==> config.mk <==
export PLATFORM = sky130hd
export DESIGN_NAME = sgr_mouse_escape_parser_unit
export DESIGN_NICKNAME = d
export VERILOG_FILES = /design/src/sv/sgrmp_pkg.sv /design/src/sv/sgrmp_front.sv /design/src/sv/sgrmp_queue.sv /design/src/sv/sgrmp_back.sv /design/src/sv/sgr_mouse_escape_parser_unit.sv
export SDC_FILE = /design/constraint.sdc
export NUM_CORES = 1
export LEC_CHECK = 0
export ABC_AREA = 1
export BUFFER_PORTS_ARGS = -buffer_cell sky130_fd_sc_hd__buf_2
export CORE_MARGIN = 10
export CORE_UTILIZATION = 60
export DETAILED_ROUTE_END_ITERATION = 7
export PLACE_DENSITY = 0.79
export SLEW_MARGIN = 20
export SYNTH_ARGS = -nofsm -noshare
export SYNTH_HDL_FRONTEND = slang
export SYNTH_SLANG_ARGS = --single-unit
export TNS_END_PERCENT = 100
==> constraint.sdc <==
create_clock -name i_clk -period 4.8 [get_ports i_clk]
set_input_delay 0.96 -clock i_clk [delete_from_list [all_inputs] [get_ports i_clk]]
set_output_delay 0.96 -clock i_clk [all_outputs]
set_load 0.05 [all_outputs]
==> src/sv/sgrmp_pkg.sv <==
// Shared types and byte constants for the SGR mouse report parser.
package sgrmp_pkg;

    // Commands that the front end hands to the back end
    typedef enum logic [1:0] {
        CMD_EXIT  = 2'd0,
        CMD_UPPER = 2'd1,
        CMD_LOWER = 2'd2
    } t_cmd_kind;

    typedef enum logic [1:0] {
        EV_EXIT    = 2'd0,
        EV_PRESS   = 2'd1,
        EV_DRAG    = 2'd2,
        EV_RELEASE = 2'd3
    } t_event;

    localparam logic [7:0] BYTE_ESC      = 8'h1B;
    localparam logic [7:0] BYTE_LBRACKET = 8'h5B;
    localparam logic [7:0] BYTE_LT       = 8'h3C;
    localparam logic [7:0] BYTE_SEMI     = 8'h3B;
    localparam logic [7:0] BYTE_UPPER_M  = 8'h4D;
    localparam logic [7:0] BYTE_LOWER_M  = 8'h6D;
    localparam logic [7:0] BYTE_DIGIT_LO = 8'h30;
    localparam logic [7:0] BYTE_DIGIT_HI = 8'h39;
    localparam logic [7:0] BYTE_FINAL_LO = 8'h40;
    localparam logic [7:0] BYTE_FINAL_HI = 8'h7E;

    localparam logic [7:0] BUTTON_LEFT = 8'd0;
    localparam logic [7:0] BUTTON_DRAG = 8'd32;
    localparam logic [7:0] BUTTON_MAX  = 8'hFF;

endpackage

==> src/sv/sgrmp_front.sv <==
// Front end: byte classifier, escape sequence tracker and field accumulators.
module sgrmp_front
    import sgrmp_pkg::*;
#(
    parameter int COORD_BITS = 16
) (
    input  logic                  i_clk,
    input  logic                  i_rst_n,
    input  logic                  i_byte_valid,
    output logic                  o_byte_ready,
    input  logic [7:0]            i_byte,
    input  logic                  i_q_full,
    output logic                  o_push,
    output t_cmd_kind             o_cmd_kind,
    output logic [7:0]            o_cmd_button,
    output logic [COORD_BITS-1:0] o_cmd_x,
    output logic [COORD_BITS-1:0] o_cmd_y
);

    typedef enum logic [2:0] {
        PH_IDLE,
        PH_ESC,
        PH_CSI,
        PH_SGR,
        PH_SKIP_CSI,
        PH_SKIP_ESC
    } t_phase;

    localparam logic [COORD_BITS+3:0] COORD_MAX_W = {4'b0, {COORD_BITS{1'b1}}};
    localparam logic [11:0]           BUTTON_MAX_W = {4'b0, BUTTON_MAX};

    t_phase                r_phase, n_phase;
    logic [1:0]            r_field, n_field;
    logic [7:0]            r_btn, n_btn;
    logic [COORD_BITS-1:0] r_x, n_x;
    logic [COORD_BITS-1:0] r_y, n_y;

    logic                  accept;
    logic                  is_final, is_inter, is_digit;
    logic [3:0]            digit;
    logic [11:0]           btn_next;
    logic [COORD_BITS+3:0] x_next, y_next;
    logic [7:0]            btn_sat;
    logic [COORD_BITS-1:0] x_sat, y_sat;

    assign o_byte_ready = !i_q_full;
    assign accept       = i_byte_valid && o_byte_ready;

    assign is_final = (i_byte >= BYTE_FINAL_LO) && (i_byte <= BYTE_FINAL_HI);
    assign is_inter = (i_byte < BYTE_FINAL_LO) || i_byte[7];
    assign is_digit = (i_byte >= BYTE_DIGIT_LO) && (i_byte <= BYTE_DIGIT_HI);
    assign digit    = i_byte[3:0];

    // acc * 10 + d as (acc << 3) + (acc << 1) + d, then clamp
    always_comb begin
        btn_next = ({4'b0, r_btn} << 3) + ({4'b0, r_btn} << 1) + {8'b0, digit};
        x_next   = ({4'b0, r_x} << 3) + ({4'b0, r_x} << 1)
                 + {{COORD_BITS{1'b0}}, digit};
        y_next   = ({4'b0, r_y} << 3) + ({4'b0, r_y} << 1)
                 + {{COORD_BITS{1'b0}}, digit};
        btn_sat  = (btn_next > BUTTON_MAX_W) ? BUTTON_MAX : btn_next[7:0];
        x_sat    = (x_next > COORD_MAX_W) ? {COORD_BITS{1'b1}} : x_next[COORD_BITS-1:0];
        y_sat    = (y_next > COORD_MAX_W) ? {COORD_BITS{1'b1}} : y_next[COORD_BITS-1:0];
    end

    always_comb begin
        n_phase    = r_phase;
        n_field    = r_field;
        n_btn      = r_btn;
        n_x        = r_x;
        n_y        = r_y;
        o_push     = 1'b0;
        o_cmd_kind = CMD_EXIT;
        if (accept) begin
            case (r_phase)
                PH_IDLE: begin
                    if (i_byte == BYTE_ESC) begin
                        n_phase = PH_ESC;
                    end else begin
                        o_push = 1'b1;
                    end
                end
                PH_ESC: begin
                    if (i_byte == BYTE_LBRACKET) begin
                        n_phase = PH_CSI;
                    end else if (is_inter) begin
                        n_phase = PH_SKIP_ESC;
                    end else begin
                        n_phase = PH_IDLE;
                    end
                end
                PH_CSI: begin
                    if (i_byte == BYTE_LT) begin
                        n_phase = PH_SGR;
                        n_field = 2'd0;
                        n_btn   = '0;
                        n_x     = '0;
                        n_y     = '0;
                    end else if (is_final) begin
                        n_phase = PH_IDLE;
                    end else begin
                        n_phase = PH_SKIP_CSI;
                    end
                end
                PH_SGR: begin
                    if (is_digit) begin
                        if (r_field == 2'd0) begin
                            n_btn = btn_sat;
                        end else if (r_field == 2'd1) begin
                            n_x = x_sat;
                        end else begin
                            n_y = y_sat;
                        end
                    end else if (i_byte == BYTE_SEMI && r_field < 2'd2) begin
                        n_field = r_field + 2'd1;
                    end else begin
                        // any other byte closes the report
                        n_phase = PH_IDLE;
                        if (i_byte == BYTE_UPPER_M) begin
                            o_push     = 1'b1;
                            o_cmd_kind = CMD_UPPER;
                        end else if (i_byte == BYTE_LOWER_M) begin
                            o_push     = 1'b1;
                            o_cmd_kind = CMD_LOWER;
                        end
                    end
                end
                PH_SKIP_CSI: begin
                    if (is_final) begin
                        n_phase = PH_IDLE;
                    end
                end
                PH_SKIP_ESC: begin
                    if (!is_inter) begin
                        n_phase = PH_IDLE;
                    end
                end
                default: begin
                    n_phase = PH_IDLE;
                end
            endcase
        end
    end

    assign o_cmd_button = r_btn;
    assign o_cmd_x      = r_x;
    assign o_cmd_y      = r_y;

    always_ff @(posedge i_clk) begin
        if (!i_rst_n) begin
            r_phase <= PH_IDLE;
            r_field <= 2'd0;
            r_btn   <= '0;
            r_x     <= '0;
            r_y     <= '0;
        end else begin
            r_phase <= n_phase;
            r_field <= n_field;
            r_btn   <= n_btn;
            r_x     <= n_x;
            r_y     <= n_y;
        end
    end

endmodule

==> src/sv/sgrmp_queue.sv <==
// Small command queue between the front and back ends.
module sgrmp_queue #(
    parameter int WIDTH = 42
) (
    input  logic             i_clk,
    input  logic             i_rst_n,
    input  logic             i_push,
    input  logic [WIDTH-1:0] i_data,
    output logic             o_full,
    input  logic             i_pop,
    output logic             o_valid,
    output logic [WIDTH-1:0] o_data
);

    localparam int DEPTH = 4;
    localparam int PTR_W = $clog2(DEPTH);
    localparam logic [PTR_W:0] DEPTH_C = (PTR_W+1)'(DEPTH);

    logic [WIDTH-1:0] r_mem [DEPTH];
    logic [PTR_W-1:0] r_wr_ptr, r_rd_ptr;
    logic [PTR_W:0]   r_count;

    assign o_full  = (r_count == DEPTH_C);
    assign o_valid = (r_count != '0);
    assign o_data  = r_mem[r_rd_ptr];

    always_ff @(posedge i_clk) begin
        if (i_push) begin
            r_mem[r_wr_ptr] <= i_data;
        end
    end

    always_ff @(posedge i_clk) begin
        if (!i_rst_n) begin
            r_wr_ptr <= '0;
            r_rd_ptr <= '0;
            r_count  <= '0;
        end else begin
            if (i_push) begin
                r_wr_ptr <= r_wr_ptr + 1'b1;
            end
            if (i_pop) begin
                r_rd_ptr <= r_rd_ptr + 1'b1;
            end
            case ({i_push, i_pop})
                2'b10:   r_count <= r_count + 1'b1;
                2'b01:   r_count <= r_count - 1'b1;
                default: r_count <= r_count;
            endcase
        end
    end

    a_no_overflow: assert property (@(posedge i_clk) disable iff (!i_rst_n)
        i_push |-> (!o_full || i_pop))
        else $error("queue written while full");

    a_no_underflow: assert property (@(posedge i_clk) disable iff (!i_rst_n)
        i_pop |-> o_valid)
        else $error("queue read while empty");

    a_count_bound: assert property (@(posedge i_clk) disable iff (!i_rst_n)
        r_count <= DEPTH_C)
        else $error("queue count out of range");

endmodule

==> src/sv/sgrmp_back.sv <==
// Back end: drag tracking, delta computation and the output register.
module sgrmp_back
    import sgrmp_pkg::*;
#(
    parameter int COORD_BITS = 16
) (
    input  logic                  i_clk,
    input  logic                  i_rst_n,
    input  logic                  i_q_valid,
    output logic                  o_pop,
    input  t_cmd_kind             i_cmd_kind,
    input  logic [7:0]            i_cmd_button,
    input  logic [COORD_BITS-1:0] i_cmd_x,
    input  logic [COORD_BITS-1:0] i_cmd_y,
    output logic                  o_valid,
    input  logic                  i_ready,
    output t_event                o_event,
    output logic [7:0]            o_button,
    output logic [COORD_BITS-1:0] o_pos_x,
    output logic [COORD_BITS-1:0] o_pos_y,
    output logic [COORD_BITS:0]   o_delta_x,
    output logic [COORD_BITS:0]   o_delta_y
);

    logic                  r_drag;
    logic [COORD_BITS-1:0] r_base_x, r_base_y;
    logic                  r_out_valid;
    t_event                r_event;
    logic [7:0]            r_button;
    logic [COORD_BITS-1:0] r_pos_x, r_pos_y;
    logic [COORD_BITS:0]   r_delta_x, r_delta_y;

    logic                  hit, set_base, set_drag, clr_drag;
    t_event                ev;
    logic [COORD_BITS:0]   dx, dy;

    assign o_pop = i_q_valid && (!r_out_valid || i_ready);
    assign dx    = {1'b0, i_cmd_x} - {1'b0, r_base_x};
    assign dy    = {1'b0, i_cmd_y} - {1'b0, r_base_y};

    always_comb begin
        hit      = 1'b0;
        set_base = 1'b0;
        set_drag = 1'b0;
        clr_drag = 1'b0;
        ev       = EV_EXIT;
        case (i_cmd_kind)
            CMD_EXIT: begin
                hit = 1'b1;
            end
            CMD_UPPER: begin
                if (i_cmd_button == BUTTON_LEFT) begin
                    hit      = 1'b1;
                    ev       = EV_PRESS;
                    set_base = 1'b1;
                    set_drag = 1'b1;
                end else if (i_cmd_button == BUTTON_DRAG && r_drag) begin
                    hit      = 1'b1;
                    ev       = EV_DRAG;
                    set_base = 1'b1;
                end
            end
            CMD_LOWER: begin
                if (i_cmd_button == BUTTON_LEFT) begin
                    hit      = 1'b1;
                    ev       = EV_RELEASE;
                    clr_drag = 1'b1;
                end
            end
            default: begin
                hit = 1'b0;
            end
        endcase
    end

    always_ff @(posedge i_clk) begin
        if (!i_rst_n) begin
            r_drag      <= 1'b0;
            r_base_x    <= '0;
            r_base_y    <= '0;
            r_out_valid <= 1'b0;
        end else begin
            if (o_pop) begin
                // the old result, if any, leaves this cycle
                r_out_valid <= hit;
                if (set_drag) begin
                    r_drag <= 1'b1;
                end
                if (clr_drag) begin
                    r_drag <= 1'b0;
                end
                if (set_base) begin
                    r_base_x <= i_cmd_x;
                    r_base_y <= i_cmd_y;
                end
            end else if (i_ready) begin
                r_out_valid <= 1'b0;
            end
        end
    end

    // result payload; exit key reports zeros
    always_ff @(posedge i_clk) begin
        if (o_pop && hit) begin
            r_event   <= ev;
            r_button  <= (ev == EV_EXIT) ? 8'd0 : i_cmd_button;
            r_pos_x   <= (ev == EV_EXIT) ? '0 : i_cmd_x;
            r_pos_y   <= (ev == EV_EXIT) ? '0 : i_cmd_y;
            r_delta_x <= (ev == EV_DRAG) ? dx : '0;
            r_delta_y <= (ev == EV_DRAG) ? dy : '0;
        end
    end

    assign o_valid   = r_out_valid;
    assign o_event   = r_event;
    assign o_button  = r_button;
    assign o_pos_x   = r_pos_x;
    assign o_pos_y   = r_pos_y;
    assign o_delta_x = r_delta_x;
    assign o_delta_y = r_delta_y;

    a_press_arms_drag: assert property (@(posedge i_clk) disable iff (!i_rst_n)
        (o_pop && i_cmd_kind == CMD_UPPER && i_cmd_button == BUTTON_LEFT) |=> r_drag)
        else $error("press did not arm drag");

    a_drag_needs_arm: assert property (@(posedge i_clk) disable iff (!i_rst_n)
        (o_pop && hit && ev == EV_DRAG) |-> r_drag)
        else $error("drag reported while not dragging");

endmodule

==> src/sv/sgr_mouse_escape_parser_unit.sv <==
// Top level of the SGR mouse report parser.
// Usage:
//   Input stream (s_axis): one raw terminal byte per request in tdata[7:0].
//   Output stream (m_axis): one result per exit key, press, drag or release.
//   tuser carries the event code, tdata the button, column, row and deltas.
//   Bytes that only advance the escape sequence parser give no result.
// Timing: a byte that closes a report or is an exit key is written to the
//   queue at its accepting edge, then passes into the output register that
//   drives m_axis tvalid once the back end pops it from the queue.
// Throughput: one byte per cycle while the queue is not full; the front end
//   updates its phase and field accumulators as each byte is accepted, and
//   the back end drains one queued command per cycle unless m_axis is held.
// Reset: synchronous, active low; parser returns to idle, drag state and
//   baseline clear, the queue and output register empty.
// Stall: while m_axis is held the output register keeps its result, the
//   four-entry command queue fills, and s_axis tready falls only when the
//   queue is full; bytes that give no result also wait then.
module sgr_mouse_escape_parser_unit
    import sgrmp_pkg::*;
#(
    parameter int COORD_BITS = 16
) (
    input  logic                  i_clk,
    input  logic                  i_rst_n,
    input  logic                  i_s_axis_tvalid,
    output logic                  o_s_axis_tready,
    input  logic [7:0]            i_s_axis_tdata,  // in_byte
    output logic                  o_m_axis_tvalid,
    input  logic                  i_m_axis_tready,
    // button, pos_x, pos_y, delta_x, delta_y, zero fill
    output logic [((4*COORD_BITS+10+7)/8)*8-1:0] o_m_axis_tdata,
    output logic [1:0]            o_m_axis_tuser   // event_res
);

    localparam int PAY_W  = 4*COORD_BITS + 10;
    localparam int DATA_W = ((PAY_W + 7) / 8) * 8;
    localparam int PAD_W  = DATA_W - PAY_W;
    localparam int CMD_W  = 2 + 8 + 2*COORD_BITS;

    logic                  push, q_full, q_valid, pop;
    t_cmd_kind             f_kind, b_kind;
    logic [7:0]            f_button, b_button;
    logic [COORD_BITS-1:0] f_x, f_y, b_x, b_y;
    logic [CMD_W-1:0]      q_in, q_out;

    t_event                ev;
    logic [7:0]            out_button;
    logic [COORD_BITS-1:0] out_x, out_y;
    logic [COORD_BITS:0]   out_dx, out_dy;

    sgrmp_front #(.COORD_BITS(COORD_BITS)) u_front (
        .i_clk        (i_clk),
        .i_rst_n      (i_rst_n),
        .i_byte_valid (i_s_axis_tvalid),
        .o_byte_ready (o_s_axis_tready),
        .i_byte       (i_s_axis_tdata),
        .i_q_full     (q_full),
        .o_push       (push),
        .o_cmd_kind   (f_kind),
        .o_cmd_button (f_button),
        .o_cmd_x      (f_x),
        .o_cmd_y      (f_y)
    );

    assign q_in = {f_kind, f_button, f_x, f_y};

    sgrmp_queue #(.WIDTH(CMD_W)) u_queue (
        .i_clk   (i_clk),
        .i_rst_n (i_rst_n),
        .i_push  (push),
        .i_data  (q_in),
        .o_full  (q_full),
        .i_pop   (pop),
        .o_valid (q_valid),
        .o_data  (q_out)
    );

    assign b_kind   = t_cmd_kind'(q_out[CMD_W-1 -: 2]);
    assign b_button = q_out[2*COORD_BITS +: 8];
    assign b_x      = q_out[COORD_BITS +: COORD_BITS];
    assign b_y      = q_out[COORD_BITS-1:0];

    sgrmp_back #(.COORD_BITS(COORD_BITS)) u_back (
        .i_clk        (i_clk),
        .i_rst_n      (i_rst_n),
        .i_q_valid    (q_valid),
        .o_pop        (pop),
        .i_cmd_kind   (b_kind),
        .i_cmd_button (b_button),
        .i_cmd_x      (b_x),
        .i_cmd_y      (b_y),
        .o_valid      (o_m_axis_tvalid),
        .i_ready      (i_m_axis_tready),
        .o_event      (ev),
        .o_button     (out_button),
        .o_pos_x      (out_x),
        .o_pos_y      (out_y),
        .o_delta_x    (out_dx),
        .o_delta_y    (out_dy)
    );

    assign o_m_axis_tuser = ev;
    assign o_m_axis_tdata = {{PAD_W{1'b0}}, out_dy, out_dx, out_y, out_x, out_button};

endmodule
==> impl_results.md, run 1 <==
* Sequential element share of the synthesized area at approximately 52%
* Post-synth EDFFs at 244
* Iteration-0 DRC Markers at about 1100
* Io pins at 96
* Post-route ant nets at 0
* Switching share of power at 41.9%
* Max incr delay on CP at ~560 ps
* GR Util All Layers at between 20% and 30%
* I/O Buffers at 89
* Share of cells above drive strength 1 at a little under a tenth
* CTS sink count at approximately 330
* Reg power frac at approximately a third
* Die Y at ~190 um
* Die area at approximately 0.036 mm2
* Synthesized area at approximately 0.017 mm2
* RR Endpoint: u_back.o_delta_y[12]$_SDFFCE_PP0P_
* H-tree lvl count at 1
* NetSw at ~4.6 mW
* Busiest grt layer: met2
* Met1 usage at 25.9%
* Max-cap violation count at 0
* Final Setup Violations at 0
* Root Driver: clkbuf_16
* Grt met2 use at 36.4%
* Row count at between 60 and 70
* Pin count of the biggest net entering global routing at 54
* TNS Setup at 0 ps
* Worst reg-to-reg setup slack at roughly 1100 ps
* Multi-input gate area in the final layout at around 0.0072 mm2
* Minimum clock period at 3750 ps
* Placed Cells at 2361
* RSZ-0062 raised after global routing: false
* Outcome: finished clean
* M3 GR Usage at under 10%
* P_leak at ~8.4 nW
* Total CTS buffers at 31
* Fmax at between 0.2 and 0.3 GHz
* Clock buffer depth at 3
* Post-CTS Hold Buffers at 0
* Main synth FF type: edfxtp_1
* First-pass GRT wire length at around 63000 um
* Slew Limit Fails at 0
* Min-delay worst type: reg -> reg
* Crit Path Class: reg -> reg
* WL/cell at ~16 um
* Setup Skew at around 22 ps
* Cell count along the critical path at 15
* GP Congestion at 0.903
* Worst Path Buf+Inv at 3
* Internal Pwr Total at approximately 6.4 mW
* Worst Setup EP: u_back.o_delta_y[12]$_SDFFCE_PP0P_
* DP Worst Slack at approximately 1100 ps
* CP Capture Type: flip-flop
* Finished Layout Cells at 2419
* Ys Warns at 0
* Vias per cell at roughly 5.5
* Initial antenna violation count at 0
* Final Cycle Share at 78.1%
* CTS clk-pin slew, worst paths at roughly 70 ps
* N_diodes at 0
* 1st-pass router iterations at 6
* R2R cell count at 15
* Placed wire-length estimate at ~27000 um
* Post-CTS Setup Repair Bufs at 0
* Crit-path cells: inv_2 -> buf_4 -> a21oi_1 -> a32oi_1 -> inv_1 -> fa_1 -> nand3b_1 -> nand2_1 -> a21oi_1 -> nor2_1 -> o21ai_0 -> o21ai_0 -> nand2_1 -> nand2_1 -> nor2_1
* Startpoint Class: flip-flop
* Core ar. at around 0.029 mm2
* Critical Path Fanout Max at 39
* Initial core utilization at 60.7%
* Detailed Route WL at roughly 38000 um
* FFs w/ async S/R, synth at 0%
* Crit-path leading delay family: buffers and inverters
* Post-synth cell types at around 40
* Power Density at 565 mW/mm2
* Worst relative slew slack at approximately a third
* Final hold vios at 0
* Most used cell, CP: nand2_1
* FILL cells at about 2200
* Clock Power Share at 23.2%
* Vias in the first global route at 12830
* Die width at around 190 um
* Worst skew pair latency at 590 ps
* CP max stage cell: inv_2
* Area grow syn2layout at 11.4%
* Register Area at just over 0.009 mm2
* Gr ovfl total at 0
* CTS tree: yes
* Worst-margin pin slew at roughly 1000 ps
* Drc violations at 0
* Critical Path RT at between 5000 and 6000 ps
* Post_cts resized at 0
* Via count at 13290
* Register bit total from synthesis at around 330
* Setup WS post-layout at 1050 ps
* Combinational Power Share at between 40% and 50%
* Peak supply drop at around 300 uV
* Worst Path Arrival at 4080 ps
* Synth Instances at roughly 1900
* Syn Area/Cell at 9.07 um2
* Nets@finish at around 2200
[metal layers]
metal  up-vias  routed length, um
li1       6620                  -
met4         0                861
met5         -                  0
met2       449              18500
met1      6155              16200
met3        66               2800
[power by group through the flow]
stage | logic [mW] | clock network [mW] | registers (mW)
6_report | 4.64 | 2.53 | 3.75
5_1_grt | 5.15 | 2.67 | 3.79
4_1_cts | 4.61 | 2.56 | 3.76
3_5_place_dp | 4.56 | 0 | 3.81
3_3_place_gp | 4.49 | 0 | 3.80
2_1_floorplan | 2.65 | 0 | 4.63
[logic make-up after synthesis]
logic type      Yosys count  share of synthesized area (%)
other cells               1                         0.0216
xor+xnor                 35                           1.76
simple gates            849                           20.2
compound gates          288                           9.42
fa+ha+maj               129                           9.68
buf+inv                 283                           6.65
flops                   332                           52.3
[registers in the layout, indices dropped and copies added (netlist names), 16 cells and up, named ones only]
register,cells
u_back.r_base_y,16
u_queue.r_mem,168
u_front.o_cmd_x,16
u_back.o_pos_y,16
u_back.o_delta_x,17
u_back.r_base_x,16
u_front.o_cmd_y,16
u_back.o_pos_x,16
u_back.o_delta_y,17
[worst min path at each step]
| stage | start | slack, ps | cells past startpoint | end |
|---|---|---|---|---|
| 4_1_cts | u_back.r_base_y[15]$_SDFFE_PN0P_ | 460 | 2 | u_back.r_base_y[15]$_SDFFE_PN0P_ |
| 2_1_floorplan | u_queue.r_count[0]$_SDFFE_PN0P_ | 420 | 1 | u_queue.r_count[0]$_SDFFE_PN0P_ |
| 3_5_place_dp | u_back.r_base_y[11]$_SDFFE_PN0P_ | 450 | 2 | u_back.r_base_y[11]$_SDFFE_PN0P_ |
| 6_report | u_back.r_base_y[15]$_SDFFE_PN0P_ | 460 | 2 | u_back.r_base_y[15]$_SDFFE_PN0P_ |
| 5_1_grt | u_back.r_base_y[3]$_SDFFE_PN0P_ | 490 | 2 | u_back.r_base_y[3]$_SDFFE_PN0P_ |
| 3_3_place_gp | u_queue.r_count[0]$_SDFFE_PN0P_ | 440 | 1 | u_queue.r_count[0]$_SDFFE_PN0P_ |
[final cells by class]
cell class,instances,area share [%]
clock inverters,16,1.06
well taps,384,2.48
clock buffers,42,4.43
multi-input cells,1314,37.3
repair buffers,113,3.49
inverters,218,4.24
flip-flops and latches,332,47.0
[synth_stat cells, types with 2 or more instances]
library cell | instances | share of area (%)
o31ai_1 | 2 | 0.086
dfxtp_1 | 88 | 10
ha_1 | 120 | 8.6
nor3_2 | 2 | 0.12
xnor2_1 | 18 | 0.91
buf_6 | 3 | 0.19
buf_4 | 13 | 0.56
edfxtp_1 | 244 | 42
fa_1 | 9 | 1.0
buf_1 | 6 | 0.13
o2111ai_1 | 5 | 0.25
nor2_2 | 2 | 0.072
nor2_1 | 134 | 2.9
o21ai_2 | 2 | 0.10
nand4_1 | 10 | 0.36
buf_2 | 15 | 0.43
a21oi_2 | 4 | 0.20
a21boi_0 | 3 | 0.13
nand2_1 | 531 | 11
nor3_1 | 14 | 0.40
inv_2 | 2 | 0.043
a21o_1 | 4 | 0.17
inv_1 | 215 | 4.6
xor2_1 | 17 | 0.86
nand3_1 | 138 | 4.0
nand3b_1 | 8 | 0.35
a32oi_1 | 34 | 1.7
a21oi_1 | 189 | 5.4
or2_2 | 5 | 0.18
o21ai_0 | 42 | 1.2
clkbuf_1 | 28 | 0.60
[stage by stage]
stage / utilization [%] / total power, mW / hold slack (ps) / instance area [um2]
6_report: 67.6 / 10.9 / 458 / 19400
5_1_grt: 67.6 / 11.6 / 485 / 19400
4_1_cts: 67.6 / 10.9 / 463 / 19400
3_5_place_dp: 63.9 / 8.37 / 454 / 18300
3_3_place_gp: 63.9 / 8.29 / 439 / 18300
2_1_floorplan: - / 7.28 / 422 / 17400
[cell usage in the layout, fill, tap and decap left out, drive strengths merged]
cell / n
o2111ai: 5
nor2: 137
conb: 13
nand3: 138
a21boi: 3
nor3: 17
clkinv: 9
o31ai: 2
buf: 113
and2: 1
nand4: 11
nand3b: 8
inv: 220
xnor2: 18
clkbuf: 42
or2: 5
a31oi: 1
o211ai: 1
a32oi: 34
edfxtp: 244
xor2: 17
clkinvlp: 1
bufinv: 4
a21o: 4
o21ai: 45
ha: 120
nand2: 532
a21oi: 193
dfxtp: 88
fa: 9
[worst register-to-register path: stages, from the launching register on]
cell      delay [ps]
dfxtp_1          410
inv_2            560
buf_4            400
a21oi_1           80
a32oi_1          310
inv_1            140
fa_1             460
nand3b_1         170
nand2_1          100
a21oi_1          130
nor2_1           110
o21ai_0          120
o21ai_0          270
nand2_1          110
nand2_1           90
nor2_1            40
(Power assumes the default switching activity.)
==> inputs of run 2 (changes only) <==
--- a/config.mk
+++ b/config.mk
@@ -8,9 +8,9 @@
 export ABC_AREA = 1
 export BUFFER_PORTS_ARGS = -buffer_cell sky130_fd_sc_hd__buf_2
 export CORE_MARGIN = 10
-export CORE_UTILIZATION = 60
+export CORE_UTILIZATION = 56
 export DETAILED_ROUTE_END_ITERATION = 7
-export PLACE_DENSITY = 0.79
+export PLACE_DENSITY = 0.77
 export SLEW_MARGIN = 20
 export SYNTH_ARGS = -nofsm -noshare
 export SYNTH_HDL_FRONTEND = slang
==> constraint.sdc (replaced) <==
create_clock -name i_clk -period 3.1 [get_ports i_clk]
set_input_delay 0.62 -clock i_clk [delete_from_list [all_inputs] [get_ports i_clk]]
set_output_delay 0.62 -clock i_clk [all_outputs]
set_load 0.05 [all_outputs]
==> impl_results.md, run 2 (synthesis results as in run 1) <==
* Outcome: finished clean
* Initial core utilization at between 50% and 60%
* Detailed Route WL at just over 40000 um
* CTS tree: yes
* Finished Layout Cells at ~2500
* Via count at around 14000
* Worst skew pair latency at a little over 500 ps
* Clock buffer depth at 3
* Total CTS buffers at 34
* Placed Cells at ~2400
* Largest Register: u_queue.r_mem
* Nets@finish at 2224
* Min-delay worst type: in -> reg
* Slew Limit Fails at 0
* Drc violations at 0
* Fmax at about 0.34 GHz
* Setup Skew at around 18 ps
* Peak supply drop at 424 uV
* Die area at approximately 0.038 mm2
* CP Capture Type: flip-flop
* Io pins at 96
* Worst relative slew slack at between 60% and 70%
* Fin area at between 0.02 and 0.025 mm2
* Commonest non-fill, non-tap cell in the layout: nand2_1
* Share of cells above drive strength 1 at between 10% and 20%
* Power Density at 905 mW/mm2
* CTS sink count at 332
* R2R cell count at 16
* CTS clk-pin slew, worst paths at approximately 60 ps
* Number of flip-flops in the largest register at 168
* Placed wire-length estimate at approximately 28000 um
* Internal Pwr Total at approximately 11 mW
* Vias in the first global route at between 10000 and 15000
* Gr ovfl total at 0
* 1st-pass router iterations at 7
* Most frequent cells in the layout: nand2_1, edfxtp_1, inv_1
* Worst Path Arrival at about 3200 ps
* Post-CTS Hold Buffers at 0
* N_diodes at 0
* H-tree lvl count at 2
* Placed cell area at approximately 0.019 mm2
* WL/cell at between 15 and 20 um
* Combinational Power Share at between 40 and 50%
* Iteration-0 DRC Markers at ~1100
* Hold depth at 4
* Critical Path RT at approximately 3400 ps
* Crit Path Class: reg -> reg
* Die width at 196 um
* Area grow syn2layout at 15.9%
* Final hold vios at 0
* Final Setup Violations at 0
* Minimum clock period at between 2000 and 3000 ps
* Root Driver: clkbuf_16
* Switching share of power at approximately two fifths
* Post-route ant nets at 0
* P_leak at 8.82 nW
* GP Congestion at around 0.93
* Critical Path Fanout Max at 13
* Row count at between 60 and 70
* Core ar. at between 0.03 and 0.04 mm2
* Vias per cell at about 5.5
* Startpoint Class: flip-flop
* GR Util All Layers at between 20% and 30%
* Worst hold start: i_m_axis_tready
* Die Y at 196 um
* Core Util, Final at between 60 and 70%
* NetSw at ~7.4 mW
* I/O Buffers at between 80 and 90
* Max-cap violation count at 0
* Reg power frac at roughly a third
* Clock Power Share at 23.0%
* Worst-margin pin slew at between 500 and 600 ps
* Final Cycle Share at 95.3%
* Initial antenna violation count at 0
* First-pass GRT wire length at ~66000 um
* Pin count of the biggest net entering global routing at 43
run 2: power by group through the flow:
stage | Clock (mW) | Sequential (mW) | Combinational (mW)
detailed placement | 0 | 5.92 | 7.88
global route | 4.43 | 5.91 | 8.97
floorplan | 0 | 7.16 | 4.20
global placement | 0 | 5.88 | 7.74
CTS | 4.25 | 5.84 | 7.99
finish | 4.19 | 5.85 | 8.20
run 2: path summary, 6_finish.rpt:
path	end	slack (ps)
worst max-delay path	u_back.o_delta_y[12]$_SDFFCE_PP0P_	150
worst min-delay path	u_back.o_valid$_SDFFE_PN0P_	420
worst max register to register	u_back.o_delta_y[12]$_SDFFCE_PP0P_	150
worst min register to register	u_queue.r_count[0]$_SDFFE_PN0P_	460
run 2: critical path, stage by stage, from the launching register on:
cell and delay, ps:
dfxtp_4 410, inv_8 120, buf_12 140, nand2_1 60, a32oi_2 190, inv_1 100, ha_1 240, fa_1 380
nand3b_1 180, nand2_1 130, a21oi_2 90, nor2_1 120, o21ai_1 120, o21ai_1 230, nand2_1 70, nand2_1 60
nor2_1 40
run 2: cell type report:
| type | instances | area (um2) |
|---|---|---|
| clock buffer | 49 | 948 |
| clock inverter | 12 | 191 |
| fill | 2320 | 10400 |
| inverter | 218 | 835 |
| multi-input combinational | 1314 | 7280 |
| sequential | 332 | 9090 |
| tap | 396 | 495 |
| timing repair buffer | 183 | 1310 |
run 2: layer usage:
metal	GRT usage (%)	wire length (um)	up-vias
met5	0	0	-
met4	7.30	1190	0
met3	3.05	2350	105
met2	35.3	19700	476
met1	25.7	17100	6527
li1	-	-	6789
run 2: through the flow:
step / hold WS, ps / setup TNS (ps) / setup WS (ps) / power [mW]
2_1_floorplan: 422 / -63680 / -362 / 11.4
3_3_place_gp: 435 / 0 / 24.0 / 13.6
3_5_place_dp: 449 / -285 / -43.5 / 13.8
4_1_cts: 411 / 0 / 8.68 / 18.1
5_1_grt: 444 / -45.1 / -25.1 / 19.3
6_report: 420 / 0 / 145 / 18.2
run 2: timing repair:
item                                   4_1_cts  5_1_grt
pin swaps                                    0        1
cloned                                       0        1
endpoints found under the hold margin        0        0
setup endpoints to repair                    1      126
gates resized for setup                      2       21
buffers inserted                             0        2
